File: config.mk
export PLATFORM = sky130hd
export DESIGN_NAME = bounded_log_ring_with_cursor
export DESIGN_NICKNAME = d
export VERILOG_FILES = /design/src/hdl/blrc_pkg.sv /design/src/hdl/bounded_log_ring_with_cursor.sv /design/src/hdl/blrc_mem.sv /design/src/hdl/blrc_cursor.sv
export SDC_FILE = /design/constraint.sdc
export NUM_CORES = 1
export LEC_CHECK = 0
export ABC_AREA = 1
export BUFFER_PORTS_ARGS = -buffer_cell sky130_fd_sc_hd__buf_4
export CELL_PAD_IN_SITES_DETAIL_PLACEMENT = 0
export CELL_PAD_IN_SITES_GLOBAL_PLACEMENT = 1
export CORE_UTILIZATION = 50
export CTS_BUF_LIST = sky130_fd_sc_hd__clkbuf_2 sky130_fd_sc_hd__clkbuf_4 sky130_fd_sc_hd__clkbuf_8
export DETAILED_ROUTE_END_ITERATION = 6
export HOLD_SLACK_MARGIN = 0.02
export MAX_ROUTING_LAYER = met4
export PLACE_DENSITY = 0.76
export SLEW_MARGIN = 20
export SYNTH_ARGS = -nofsm -noshare
export SYNTH_HDL_FRONTEND = slang
export SYNTH_HIERARCHICAL = 1
export SYNTH_SLANG_ARGS = --single-unit
File: constraint.sdc
create_clock -name i_clk -period 20.5 [get_ports i_clk]
set_input_delay 3.075 -clock i_clk [delete_from_list [all_inputs] [get_ports i_clk]]
set_output_delay 3.075 -clock i_clk [all_outputs]
set_load 0.05 [all_outputs]
File: src/hdl/blrc_pkg.sv
package blrc_pkg;

    // Fixed field widths of the ports.
    localparam int DATA_W  = 64;
    localparam int CFG_W   = 5;
    localparam int COUNT_W = 5;
    localparam int OP_W    = 2;

    // Reset value of the capacity register.
    localparam logic [CFG_W-1:0] MAX_ENTRIES_RESET = CFG_W'(16);

    // Operation codes carried by each input transaction.
    typedef enum logic [OP_W-1:0] {
        OP_APPEND = 2'd0,
        OP_NEWER  = 2'd1,
        OP_OLDER  = 2'd2,
        OP_CLEAR  = 2'd3
    } t_op;

    // Sequencer states of the top level.
    typedef enum logic {
        ST_IDLE,
        ST_RESP
    } t_state;

endpackage

File: src/hdl/bounded_log_ring_with_cursor.sv
// Bounded log ring with a browsing cursor.
//
// Input channel (i_valid / o_ready) carries one operation per transaction:
// append i_entry_data, move the cursor newer, move it older, or clear all.
// Output channel (o_valid / i_ready) returns one transaction per input with
// the record under the cursor, the cursor valid flag and the record count.
// The capacity register is written through i_cfg_we / i_cfg_wdata.
//
// Flow: at acceptance the cursor record is read into the registered read port
// of the record memory, and the result is then loaded into the output register.
// The block holds one operation at a time and accepts the next after that load.
// While a result waits in the output register the next operation is still
// accepted; its own result then waits until the output register drains.
//
// Reset (synchronous, active low) empties the ring, unsets the cursor and
// sets the capacity to sixteen. Stored records are not cleared.
module bounded_log_ring_with_cursor #(
    parameter int DEPTH       = 16,
    parameter int RECORD_BITS = 64
) (
    input  logic                           i_clk,
    input  logic                           i_rst_n,
    input  logic                           i_cfg_we,
    input  logic [blrc_pkg::CFG_W-1:0]     i_cfg_wdata,
    input  logic                           i_valid,
    output logic                           o_ready,
    input  logic [blrc_pkg::OP_W-1:0]      i_operation,
    input  logic [blrc_pkg::DATA_W-1:0]    i_entry_data,
    output logic                           o_valid,
    input  logic                           i_ready,
    output logic                           o_cursor_valid,
    output logic [blrc_pkg::DATA_W-1:0]    o_cursor_data,
    output logic [blrc_pkg::COUNT_W-1:0]   o_entry_count
);
    import blrc_pkg::*;

    localparam int SLOT_W = $clog2(DEPTH);
    localparam int CNT_W  = $clog2(DEPTH + 1);
    localparam int EXT_W  = (CNT_W > COUNT_W) ? CNT_W : COUNT_W;

    t_state r_state, n_state;

    logic [CFG_W-1:0]       r_max_entries;
    logic                   r_out_valid;
    logic                   r_out_cursor_valid;
    logic [DATA_W-1:0]      r_out_cursor_data;
    logic [COUNT_W-1:0]     r_out_count;

    logic                   accept;
    logic                   load_out;
    logic                   wr_en;
    logic [SLOT_W-1:0]      wr_slot;
    logic [SLOT_W-1:0]      rd_slot;
    logic                   cursor_set;
    logic [CNT_W-1:0]       count;
    logic [EXT_W-1:0]       count_ext;
    logic [RECORD_BITS-1:0] rd_data;

    // Capacity register.
    always_ff @(posedge i_clk) begin
        if (!i_rst_n) begin
            r_max_entries <= MAX_ENTRIES_RESET;
        end else if (i_cfg_we) begin
            r_max_entries <= i_cfg_wdata;
        end
    end

    // Pointer and cursor state.
    blrc_cursor #(
        .DEPTH(DEPTH)
    ) u_cursor (
        .i_clk        (i_clk),
        .i_rst_n      (i_rst_n),
        .i_step       (accept),
        .i_op         (t_op'(i_operation)),
        .i_max_entries(r_max_entries),
        .o_wr_en      (wr_en),
        .o_wr_slot    (wr_slot),
        .o_rd_slot    (rd_slot),
        .o_cursor_set (cursor_set),
        .o_count      (count)
    );

    // Record storage; the cursor slot is read in the same cycle as the update.
    blrc_mem #(
        .DEPTH(DEPTH),
        .WIDTH(RECORD_BITS)
    ) u_mem (
        .i_clk  (i_clk),
        .i_we   (wr_en),
        .i_waddr(wr_slot),
        .i_wdata(i_entry_data[RECORD_BITS-1:0]),
        .i_re   (accept),
        .i_raddr(rd_slot),
        .o_rdata(rd_data)
    );

    // Next-state logic of the sequencer.
    always_comb begin
        n_state = r_state;
        case (r_state)
            ST_IDLE: begin
                if (i_valid) begin
                    n_state = ST_RESP;
                end
            end
            ST_RESP: begin
                if (!r_out_valid || i_ready) begin
                    n_state = ST_IDLE;
                end
            end
            default: begin
                n_state = ST_IDLE;
            end
        endcase
    end

    // Output logic of the sequencer.
    always_comb begin
        o_ready  = 1'b0;
        load_out = 1'b0;
        case (r_state)
            ST_IDLE: begin
                o_ready = 1'b1;
            end
            ST_RESP: begin
                load_out = !r_out_valid || i_ready;
            end
            default: begin
                o_ready = 1'b0;
            end
        endcase
    end

    assign accept = i_valid && o_ready;

    always_ff @(posedge i_clk) begin
        if (!i_rst_n) begin
            r_state <= ST_IDLE;
        end else begin
            r_state <= n_state;
        end
    end

    // Output register; it holds its transaction until the receiver takes it.
    assign count_ext = EXT_W'(count);

    always_ff @(posedge i_clk) begin
        if (!i_rst_n) begin
            r_out_valid <= 1'b0;
        end else if (load_out) begin
            r_out_valid <= 1'b1;
        end else if (i_ready) begin
            r_out_valid <= 1'b0;
        end
    end

    always_ff @(posedge i_clk) begin
        if (load_out) begin
            r_out_cursor_valid <= cursor_set;
            r_out_cursor_data  <= cursor_set ? DATA_W'(rd_data) : '0;
            r_out_count        <= count_ext[COUNT_W-1:0];
        end
    end

    assign o_valid        = r_out_valid;
    assign o_cursor_valid = r_out_cursor_valid;
    assign o_cursor_data  = r_out_cursor_data;
    assign o_entry_count  = r_out_count;

endmodule

File: src/hdl/blrc_mem.sv
module blrc_mem #(
    parameter int DEPTH = 16,
    parameter int WIDTH = 64
) (
    input  logic                     i_clk,
    input  logic                     i_we,
    input  logic [$clog2(DEPTH)-1:0] i_waddr,
    input  logic [WIDTH-1:0]         i_wdata,
    input  logic                     i_re,
    input  logic [$clog2(DEPTH)-1:0] i_raddr,
    output logic [WIDTH-1:0]         o_rdata
);

    logic [WIDTH-1:0] r_mem [DEPTH];
    logic [WIDTH-1:0] r_rdata;

    // Single write port.
    always_ff @(posedge i_clk) begin
        if (i_we) begin
            r_mem[i_waddr] <= i_wdata;
        end
    end

    // Registered read port; the data holds until the next read.
    always_ff @(posedge i_clk) begin
        if (i_re) begin
            r_rdata <= r_mem[i_raddr];
        end
    end

    assign o_rdata = r_rdata;

endmodule

File: src/hdl/blrc_cursor.sv
module blrc_cursor #(
    parameter int DEPTH = 16
) (
    input  logic                         i_clk,
    input  logic                         i_rst_n,
    input  logic                         i_step,
    input  blrc_pkg::t_op                i_op,
    input  logic [blrc_pkg::CFG_W-1:0]   i_max_entries,
    output logic                         o_wr_en,
    output logic [$clog2(DEPTH)-1:0]     o_wr_slot,
    output logic [$clog2(DEPTH)-1:0]     o_rd_slot,
    output logic                         o_cursor_set,
    output logic [$clog2(DEPTH+1)-1:0]   o_count
);
    import blrc_pkg::*;

    localparam int SLOT_W = $clog2(DEPTH);
    localparam int CNT_W  = $clog2(DEPTH + 1);
    localparam int SUM_W  = CNT_W + 1;
    localparam int EXT_W  = (CNT_W > CFG_W) ? CNT_W : CFG_W;

    localparam logic [SLOT_W-1:0] LAST_SLOT = SLOT_W'(DEPTH - 1);

    logic [SLOT_W-1:0] r_oldest, n_oldest;
    logic [CNT_W-1:0]  r_count, n_count;
    logic [SLOT_W-1:0] r_cursor_slot, n_cursor_slot;
    logic              r_cursor_set, n_cursor_set;

    logic [EXT_W-1:0]  cap;
    logic              full;
    logic [SUM_W-1:0]  sum;
    logic [SUM_W-1:0]  sum_m1;
    logic [SLOT_W-1:0] tail_slot;
    logic [SLOT_W-1:0] newest_slot;
    logic [SLOT_W-1:0] oldest_next;
    logic [SLOT_W-1:0] cursor_next;
    logic [SLOT_W-1:0] cursor_prev;

    // Effective capacity: zero acts as one, anything above the ring size as the ring size.
    always_comb begin
        if (i_max_entries == '0) begin
            cap = EXT_W'(1);
        end else if (EXT_W'(i_max_entries) > EXT_W'(DEPTH)) begin
            cap = EXT_W'(DEPTH);
        end else begin
            cap = EXT_W'(i_max_entries);
        end
    end

    assign full = (EXT_W'(r_count) >= cap);

    // Slot arithmetic on the ring; the sum stays below twice the ring size.
    assign sum    = SUM_W'(r_oldest) + SUM_W'(r_count);
    assign sum_m1 = sum - SUM_W'(1);
    assign tail_slot   = (sum >= SUM_W'(DEPTH)) ? SLOT_W'(sum - SUM_W'(DEPTH)) : SLOT_W'(sum);
    assign newest_slot = (sum_m1 >= SUM_W'(DEPTH)) ? SLOT_W'(sum_m1 - SUM_W'(DEPTH))
                                                   : SLOT_W'(sum_m1);
    assign oldest_next = (r_oldest == LAST_SLOT) ? '0 : r_oldest + SLOT_W'(1);
    assign cursor_next = (r_cursor_slot == LAST_SLOT) ? '0 : r_cursor_slot + SLOT_W'(1);
    assign cursor_prev = (r_cursor_slot == '0) ? LAST_SLOT : r_cursor_slot - SLOT_W'(1);

    // Next pointer state for one operation.
    always_comb begin
        n_oldest      = r_oldest;
        n_count       = r_count;
        n_cursor_slot = r_cursor_slot;
        n_cursor_set  = r_cursor_set;
        o_wr_en       = 1'b0;
        if (i_step) begin
            case (i_op)
                OP_APPEND: begin
                    o_wr_en = 1'b1;
                    if (full) begin
                        // The oldest record is dropped; a cursor on it loses its place.
                        if (r_cursor_set && (r_cursor_slot == r_oldest)) begin
                            n_cursor_set = 1'b0;
                        end
                        n_oldest = oldest_next;
                    end else begin
                        n_count = r_count + CNT_W'(1);
                    end
                end
                OP_NEWER: begin
                    if (r_count == '0) begin
                        n_cursor_set = 1'b0;
                    end else if (r_cursor_set && (r_cursor_slot != newest_slot)) begin
                        n_cursor_slot = cursor_next;
                    end else begin
                        n_cursor_slot = r_oldest;
                        n_cursor_set  = 1'b1;
                    end
                end
                OP_OLDER: begin
                    if (r_count == '0) begin
                        n_cursor_set = 1'b0;
                    end else if (r_cursor_set && (r_cursor_slot != r_oldest)) begin
                        n_cursor_slot = cursor_prev;
                    end else begin
                        n_cursor_slot = newest_slot;
                        n_cursor_set  = 1'b1;
                    end
                end
                OP_CLEAR: begin
                    n_count      = '0;
                    n_oldest     = '0;
                    n_cursor_set = 1'b0;
                end
                default: begin
                    n_count = r_count;
                end
            endcase
        end
    end

    // Pointer registers.
    always_ff @(posedge i_clk) begin
        if (!i_rst_n) begin
            r_oldest      <= '0;
            r_count       <= '0;
            r_cursor_slot <= '0;
            r_cursor_set  <= 1'b0;
        end else begin
            r_oldest      <= n_oldest;
            r_count       <= n_count;
            r_cursor_slot <= n_cursor_slot;
            r_cursor_set  <= n_cursor_set;
        end
    end

    assign o_wr_slot    = tail_slot;
    assign o_rd_slot    = n_cursor_slot;
    assign o_cursor_set = r_cursor_set;
    assign o_count      = r_count;

endmodule

# Word level (Yosys, flattened, before mapping)
# Memories as Yosys holds them, arrays and structs flattened. A register that Yosys moved wholly into a read port is not among the register bits.
# Index checks and enable logic that the tools add are counted.
[classes]
add_sub_neg = 8
n_lt_le_gt_ge = 4
eq_ne = 13
mux = 35
bitwise = 1
reduce_logical = 15
[op_table]
columns = ["op", "n"]
rows = [
  ["$mux W4", 11],
  ["$mux W1", 16],
  ["$pmux W4 S2", 2],
  ["$mux W5", 3],
  ["$ge A6 B5 Y1 const B", 2],
  ["$sub A4 B1 Y4 const B", 3],
  ["$logic_not A5 Y1", 2],
  ["$pmux W5 S2", 1],
  ["$add A4 B1 Y4 const B", 2],
  ["$eq A4 B4 Y1 const B", 2],
  ["$ne A4 B4 Y1", 2],
  ["$add A4 B5 Y6", 1],
  ["$ne A3 B2 Y1 const B", 2],
  ["$reduce_and A3 Y1", 2],
  ["$sub A6 B1 Y6 const B", 1],
  ["$add A5 B1 Y5 const B", 1],
  ["$ge A5 B5 Y1", 1],
  ["$gt A5 B5 Y1 const B", 1],
  ["$reduce_and A5 Y1", 1],
  ["$eq A2 B2 Y1 const B", 2],
  ["$eq A4 B4 Y1", 1],
  ["$logic_and A1 B1 Y1", 4],
  ["$logic_not A4 Y1", 1],
  ["$ne A2 B1 Y1 const B", 2],
  ["other kinds (9)", 10],
]
[word_totals]
regBits = 91
mem_bits_rw = 1024
in_bits = 76
out_inout_bits = 72
wordCells = 87
n_memories = 1
[memory_table]
columns = ["name", "words", "word_bits", "rd", "rd_clocked_by_memory_dff", "wr", "line_no", "rtl"]
rows = [
  ["u_mem.r_mem", 16, 64, 1, 1, 1, "blrc_mem.sv:14", "logic [WIDTH-1:0] r_mem [DEPTH];"],
]

# Logic depth before layout (Yosys ltp)
# Gate-level depths: netlist of run 1.
[logic_depth]
word_depth = 10
ltp_mapped = 28
ltp_nobuf = 25

# Cells and area by module
# The synthesis of run 1 kept the hierarchy.
[by_module_without_submodules]
columns = ["module", "instances", "cells_per_inst", "area_per_inst_um2", "seq_area_each_um2"]
rows = [
  ["blrc_mem", 1, 4210, 45926.5, 32671.3],
  ["bounded_log_ring_with_cursor", 1, 237, 2907.8, 2242.2],
  ["blrc_cursor", 1, 237, 1549.0, 280.3],
]

# Least setup slack after synthesis of run 1
# Ideal clock, no wire load.
[synth_timing]
path_type = "input-to-reg"
start = "input port i_valid"
end = "memory u_mem.r_mem[12][0], enable pin"
setup_ns = 0.486
t_arrival_ns = 9.249
t_required_ns = 20.014
path_slack_ns = 10.765
cell_stages = 6
path_buffers = 0
path_cell_list = "inv_1 -> nor2_1 -> nand2_1 -> inv_1 -> nand3_1 -> nor2_1"
[synth_via]
elab_chain_len = 4
[synth_lines]
columns = ["element", "line_no", "rtl"]
rows = [
  ["start, declared", "bounded_log_ring_with_cursor.sv:25", "input logic i_valid,"],
  ["$logic_and A1 B1 Y1", "bounded_log_ring_with_cursor.sv:135", "assign accept = i_valid && o_ready;"],
  ["via accept", "bounded_log_ring_with_cursor.sv:49", "logic accept;"],
  ["$mux W1", "blrc_cursor.sv:69", "if (i_step) begin"],
  ["via wr_en", "bounded_log_ring_with_cursor.sv:51", "logic wr_en;"],
  ["$mux W1", "blrc_mem.sv:19", "if (i_we) begin"],
  ["$mux W1 (implied by the code)", "blrc_mem.sv:20", "r_mem[i_waddr] <= i_wdata;"],
  ["end, declared", "blrc_mem.sv:14", ""],
]
# The timed path passes the listed nets, and every way through them passes these cells.

# Worst setup path after layout of run 1
[layout_timing]
start = "input port i_valid"
end = "register u_mem.r_rdata[52] (netlist: u_mem/o_rdata[52]), read port of u_mem.r_mem, data pin"
[layout_via]
elab_chain_len = 2
[layout_lines]
columns = ["element", "line_no", "rtl"]
rows = [
  ["$logic_and A1 B1 Y1", "bounded_log_ring_with_cursor.sv:135", ""],
  ["via accept", "bounded_log_ring_with_cursor.sv:49", ""],
  ["$mux W4", "blrc_cursor.sv:69", ""],
  ["via rd_slot[1]", "bounded_log_ring_with_cursor.sv:53", "logic [SLOT_W-1:0] rd_slot;"],
  ["end, declared", "blrc_mem.sv:15", "logic [WIDTH-1:0] r_rdata;"],
]
# The timed path passes the listed nets, and every way through them passes these cells.
# A chain may end at the register's enable or synchronous reset.

==> out/results.txt, run 1 <==
async set-reset flop share out of synthesis -> 0%
overall overflow remaining after global route -> 0
Post-Synthesis Net Count -> 4779
number of buffers created by CTS -> 194
pin count of the biggest net entering global routing -> 215
Std-Cell Rows -> 116
initial core utilization -> 50.4%
transition time at the pin with the least slew margin -> 1130 ps
GR Util All Layers -> 25.3%
RSZ-0062 raised after global routing -> false
Max Cap Viol -> 0
cell count after placement -> 5952
H-tree lvl count -> 4
initial antenna violation count -> 6
Pre-antenna DRT Iters -> 6
average wire per standard cell -> 19.7 um
top cell type by total area after synthesis -> sky130_fd_sc_hd__edfxtp_1
VDD IR max -> 0.0513 mV
unique cell type count in the Yosys netlist -> 37
biggest fanout along the worst timing path -> 132
area fraction of the dominant cell type after synthesis -> 69.0%
I/O Buffers -> 147
DP HPWL -> 58200 um
number of cells produced by synthesis -> 4684
class of the most critical setup path -> primary input to register
final design utilization -> 56.0%
DIE AREA -> 102000 sq um
family with the most delay on the worst path -> buffers and inverters
number of synthesized flops with an enable pin -> 1158
number of buffers inserted by post-CTS setup repair -> 0
register-to-register setup slack -> 14480 ps
critical path launch point type -> primary input
Design Power -> 5.11 mW
pre-CTS worst setup slack -> 12330 ps
Hold Fails Final Rpt -> 0
end of the critical path -> u_mem/o_rdata[52]
arrival time reported for the critical path endpoint -> 7950 ps
remaining number of nets flagged by the antenna check after routing -> 0
number of sinks driven by the clock tree -> 1179
ordered list of cells on the worst path -> buf_4, inv_1, nor2_4, buf_4, nand2_1, nor2_1, o21ai_0, o21ai_0, nand2_1, nand2_1, inv_8, inv_8, buf_4, buf_4, nand3_1, nand3_1, nand3_1, nand2_1
final critical delay including setup and external delays -> 7260 ps
final RePlAce weighted congestion -> 0.801
Final WS setup -> 13240 ps
share of post-route cells with drive strength above 1 -> 10.6%
headroom to the max-slew limit -> 24.7%
Mean Syn Cell Area -> 10.8 sq um
number of cells traversed by the worst register-to-register path -> 22
top post-synthesis cells by area -> sky130_fd_sc_hd__edfxtp_1 69%, sky130_fd_sc_hd__nand2_1 11%, sky130_fd_sc_hd__nand3_1 7.9%
post-CTS sizing -> 0
root buffer cell -> sky130_fd_sc_hd__clkbuf_8
worst min path class -> register to register
clock-pin slew on the worst setup and hold paths -> 50 ps
count of boundary I/O pins -> 148
final count of pins violating max slew -> 0
horizontal extent of the die -> 319 um
area post-placement -> 52200 sq um
most common library cell in the layout ignoring fill and taps -> sky130_fd_sc_hd__nand2_1
r2r startpoint -> u_cursor/r_oldest[0]
Fmax -> 138 MHz
total negative slack for setup checks -> 0 ps
result of the run -> completed
commonest non-fill, non-tap cells in the layout -> 1470 x sky130_fd_sc_hd__nand2_1, 1158 x sky130_fd_sc_hd__edfxtp_1, 870 x sky130_fd_sc_hd__inv_1, 792 x sky130_fd_sc_hd__nand3_1, 196 x sky130_fd_sc_hd__clkbuf_8
Design Area, Final -> 56000 sq um
final cycle utilization of the critical path -> 35.4%
post-synth design cell area -> 50400 sq um
latest clock arrival within the worst-skew pair -> 860 ps
area of the placeable core -> 100000 sq um
count of state elements after synthesis -> 1179
leakage power summed over all cells -> 23.9 nW
die extent in y -> 319 um
Critical Path Sink Type -> register
Residual DRC -> 0
Synth Warn # -> 6
Synth Flop Type -> sky130_fd_sc_hd__edfxtp_1
Via Count -> 32485
capture instance of the worst register-to-register path -> u_mem/o_rdata[52]
Area growth, synth to finish -> 11.1%
vias in the first global route -> 30993
power density normalized to cell area -> 91.3 nW/um^2
Starting DRT DRC Count -> 2785
register area share after synthesis -> 69.9%
net count of the finished layout -> 4946
global-route wire length before repair -> 188000 um
Worst EP required -> 21190 ps
Max Root-Sink Buffers -> 3
routed wire length -> 124000 um
number of hold buffers added after cts -> 0
number of non-filler instances in the completed layout -> 6299
Final setup violation count -> 0
Critical Path Max Stage Delay -> 940 ps
Critical Path Source -> i_valid
buffering stage count on the worst path with inverters included -> 7
Crit-path slowest cell -> sky130_fd_sc_hd__buf_4
worst hold slack -> 499 ps
number of vias per cell -> 5.16
CTS tree -> yes
clock skew after layout -> 37.7 ps
path length in cells of the critical path -> 18
## per-layer routing
layer  track usage (%)  vias up  wire [um]  share of wire (%)
met5                 -        -          0                  0
met1              33.4    15734      54400                 44
met2              40.4     1018      59300                 48
li1                  -    15521          -                  -
met3              4.26      212       8050                6.5
met4              7.31        0       2550                2.0
## area by class of cell
cell class	count	area (sq um)
tap	1298	1620
clock inverter	75	460
sequential	1179	35200
fill	8523	44000
antenna	4	10.0
inverter	880	3360
clock buffer	267	3230
multi-input combinational	2402	10600
timing repair buffer	194	1510
## cell usage after synthesis, types with 2 or more instances
| library cell | count |
|---|---|
| sky130_fd_sc_hd__edfxtp_1 | 1158 |
| sky130_fd_sc_hd__nand3_2 | 3 |
| sky130_fd_sc_hd__nand2_2 | 8 |
| sky130_fd_sc_hd__buf_4 | 16 |
| sky130_fd_sc_hd__xnor2_1 | 6 |
| sky130_fd_sc_hd__inv_1 | 875 |
| sky130_fd_sc_hd__buf_1 | 11 |
| sky130_fd_sc_hd__o21ai_0 | 13 |
| sky130_fd_sc_hd__a21oi_1 | 15 |
| sky130_fd_sc_hd__nor3_1 | 2 |
| sky130_fd_sc_hd__nor2_1 | 41 |
| sky130_fd_sc_hd__clkbuf_1 | 23 |
| sky130_fd_sc_hd__ha_1 | 18 |
| sky130_fd_sc_hd__xor2_1 | 6 |
| sky130_fd_sc_hd__buf_2 | 118 |
| sky130_fd_sc_hd__nand2_1 | 1470 |
| sky130_fd_sc_hd__a211oi_1 | 5 |
| sky130_fd_sc_hd__o31ai_1 | 2 |
| sky130_fd_sc_hd__dfxtp_1 | 21 |
| sky130_fd_sc_hd__nor2_2 | 2 |
| sky130_fd_sc_hd__inv_2 | 4 |
| sky130_fd_sc_hd__nand3_1 | 792 |
| sky130_fd_sc_hd__buf_6 | 54 |
| sky130_fd_sc_hd__nand3b_1 | 3 |
| sky130_fd_sc_hd__nand4_1 | 6 |
## state kept, by name (all words and copies together) (netlist names)
signal                  cells
u_cursor/o_count            5
u_cursor/r_oldest           4
u_cursor/r_cursor_slot      4
u_cursor/o_cursor_set       1
o_valid                     1
r_state                     1
o_entry_count               5
o_cursor_data              64
r_max_entries               5
o_cursor_valid              1
u_mem/r_mem              1024
u_mem/o_rdata              64
## worst min-delay path: stages, from the launching register on
cell	delay (ps)
sky130_fd_sc_hd__edfxtp_1	310
sky130_fd_sc_hd__nand2_1	40
sky130_fd_sc_hd__inv_1	40
## cells by family (layout without fill, tap and decap cells)
kind of cell	after synthesis	after routing	synth area share, %
buffers and inverters	1103	1416	9.47
and+or+nand+nor	2333	2333	19.6
other	0	4	0
adders and majority gates	19	19	0.487
AOI/OAI and AO/OA	38	38	0.425
DFF	1179	1179	69.9
xor gates and xnor gates	12	12	0.209
## power by group
part | internal [mW] | switching, mW | leakage (nW)
logic | 0.116 | 0.310 | 11.2
registers | 2.70 | 0.0178 | 10.7
clock network | 1.05 | 0.913 | 1.95
## how the worst min path moves through the flow
stage,start,end,slack (ps),cells past startpoint
floorplan,u_cursor/o_cursor_set,o_cursor_valid,450,0
global placement,u_mem/o_rdata[58],o_cursor_data[58],480,2
detailed placement,u_mem/o_rdata[58],o_cursor_data[58],480,2
CTS,u_mem/o_rdata[58],o_cursor_data[58],500,2
global route,u_mem/o_rdata[58],o_cursor_data[58],520,2
finish,u_mem/o_rdata[58],o_cursor_data[58],500,2
Note: power is estimated with default switching activity, not from simulation.
==> run 2: changes to the inputs <==
==> constraint.sdc (replaced) <==
create_clock -name i_clk -period 7.3 [get_ports i_clk]
set_input_delay 1.095 -clock i_clk [delete_from_list [all_inputs] [get_ports i_clk]]
set_output_delay 1.095 -clock i_clk [all_outputs]
set_load 0.05 [all_outputs]
==> run 2 against run 1 <==
Clock-buffer cell count fell by 1. Sequential power rose to 2.8 times the previous value. Non-clock buffer count rose by 6. Combinational power rose to 2.8 times the previous value. Critical path depth rose by 6. Core utilization rose by 0.19 points. Critical path type is now register to register. Largest power group unchanged.
==> out/results.txt, run 2 (synthesis results as in run 1) <==
Worst EP required -> 7900 ps
net count of the finished layout -> 4950
most common library cell in the layout ignoring fill and taps -> sky130_fd_sc_hd__nand2_1
CTS tree -> yes
routed wire length -> 124000 um
root buffer cell -> sky130_fd_sc_hd__clkbuf_8
DP HPWL -> 57900 um
biggest fanout along the worst timing path -> 222
VDD IR max -> 0.156 mV
Pre-antenna DRT Iters -> 5
pre-CTS worst setup slack -> 2170 ps
Std-Cell Rows -> 116
transition time at the pin with the least slew margin -> 1150 ps
I/O Buffers -> 147
Hold Fails Final Rpt -> 0
Final setup violation count -> 0
Starting DRT DRC Count -> 2721
WHS Path Cells -> 3
critical path launch point type -> register
Via Count -> 32325
Max Cap Viol -> 0
Area growth, synth to finish -> 11.4%
Design Power -> 14.4 mW
final RePlAce weighted congestion -> 0.791
final cycle utilization of the critical path -> 71.2%
commonest non-fill, non-tap cells in the layout -> 1470 x sky130_fd_sc_hd__nand2_1, 1158 x sky130_fd_sc_hd__edfxtp_1, 870 x sky130_fd_sc_hd__inv_1, 792 x sky130_fd_sc_hd__nand3_1, 196 x sky130_fd_sc_hd__clkbuf_8
initial core utilization -> 50.4%
power density normalized to cell area -> 256 nW/um^2
share of post-route cells with drive strength above 1 -> 10.7%
average wire per standard cell -> 19.7 um
result of the run -> completed
Final WS setup -> 2100 ps
GR Util All Layers -> 25.3%
count of boundary I/O pins -> 148
final count of pins violating max slew -> 0
initial antenna violation count -> 9
Largest Register -> u_mem/r_mem
number of hold buffers added after cts -> 0
total negative slack for setup checks -> 0 ps
final critical delay including setup and external delays -> 5200 ps
pin count of the biggest net entering global routing -> 223
remaining number of nets flagged by the antenna check after routing -> 0
overall overflow remaining after global route -> 0
latest clock arrival within the worst-skew pair -> 870 ps
Max Root-Sink Buffers -> 3
Fmax -> 192 MHz
horizontal extent of the die -> 319 um
number of cells traversed by the worst register-to-register path -> 24
clock-pin slew on the worst setup and hold paths -> 60 ps
number of buffers inserted by post-CTS setup repair -> 0
die extent in y -> 319 um
H-tree lvl count -> 4
number of sinks driven by the clock tree -> 1179
number of vias per cell -> 5.12
class of the most critical setup path -> register to register
arrival time reported for the critical path endpoint -> 5790 ps
post-CTS sizing -> 0
Residual DRC -> 0
leakage power summed over all cells -> 23.9 nW
RSZ-0062 raised after global routing -> false
cell count after placement -> 5959
area of the placeable core -> 100000 sq um
final design utilization -> 56.1%
worst min path class -> primary input to register
number of buffers created by CTS -> 192
Critical Path Sink Type -> register
number of non-filler instances in the completed layout -> 6311
global-route wire length before repair -> 187000 um
number of flip-flops in the largest register -> 1024
vias in the first global route -> 30758
headroom to the max-slew limit -> 23.0%
clock skew after layout -> 31.4 ps
DIE AREA -> 102000 sq um
[run 2: cell count changes in the layout (fill, tap and decap cells not counted), sizes merged]
cell      change
buf           +6
bufinv        +2
clkbuf        -1
clkinvlp      +3
diode         +5
inv           -3
[run 2: power breakdown]
part           total, mW  internal, mW  switching (mW)
sequential          7.62          7.58          0.0470
combinational       1.21         0.330           0.875
clock               5.56          3.02            2.55
[run 2: area by class of cell]
| cell class | count | area (sq um) |
|---|---|---|
| antenna | 9 | 22.5 |
| clock buffer | 266 | 3220 |
| clock inverter | 77 | 485 |
| fill | 8482 | 43900 |
| inverter | 880 | 3360 |
| multi-input combinational | 2402 | 10600 |
| sequential | 1179 | 35200 |
| tap | 1298 | 1620 |
| timing repair buffer | 200 | 1670 |
[run 2: worst max-delay path, stage by stage (launching register included)]
cell	delay (ps)
sky130_fd_sc_hd__dfxtp_1	470
sky130_fd_sc_hd__ha_1	220
sky130_fd_sc_hd__inv_1	50
sky130_fd_sc_hd__fa_1	490
sky130_fd_sc_hd__ha_1	330
sky130_fd_sc_hd__xnor2_1	140
sky130_fd_sc_hd__a21oi_1	120
sky130_fd_sc_hd__nand2_1	100
sky130_fd_sc_hd__nor2_4	130
sky130_fd_sc_hd__nand3_4	110
sky130_fd_sc_hd__nand2_2	100
sky130_fd_sc_hd__nand2_1	60
sky130_fd_sc_hd__nand3_1	70
sky130_fd_sc_hd__nand2_1	70
sky130_fd_sc_hd__nand2_1	60
sky130_fd_sc_hd__nand2_1	130
sky130_fd_sc_hd__inv_8	620
sky130_fd_sc_hd__inv_16	450
sky130_fd_sc_hd__buf_12	430
sky130_fd_sc_hd__nand2_1	110
sky130_fd_sc_hd__nand2_1	50
sky130_fd_sc_hd__nand2_1	50
sky130_fd_sc_hd__nand3_1	100
sky130_fd_sc_hd__nand3_1	120
sky130_fd_sc_hd__nand2_1	80
[run 2: path summary, 6_finish.rpt]
kind                                           to                  from  slack [ps]
worst max-delay path            u_mem/o_rdata[39]  u_cursor/r_oldest[0]        2100
worst max register to register  u_mem/o_rdata[39]  u_cursor/r_oldest[0]        2100
worst min-delay path             r_max_entries[4]        i_cfg_wdata[4]         460
worst min register to register  o_cursor_data[58]     u_mem/o_rdata[58]         490
[run 2: metrics by stage]
stage | hold slack [ps] | instance area (sq um)
3_3_place_gp | 484 | 52400
6_report | 458 | 56100
3_5_place_dp | 486 | 52400
2_1_floorplan | 451 | 50400
5_1_grt | 441 | 56100
4_1_cts | 387 | 56100
[run 2: routing by layer]
layer | vias to the layer above | part of all wire (%) | global-route usage [%]
met5 | - | 0 | -
met1 | 15546 | 43 | 33.3
met3 | 227 | 6.5 | 4.14
met2 | 1013 | 48 | 40.3
met4 | 0 | 2.3 | 7.95
li1 | 15539 | - | -
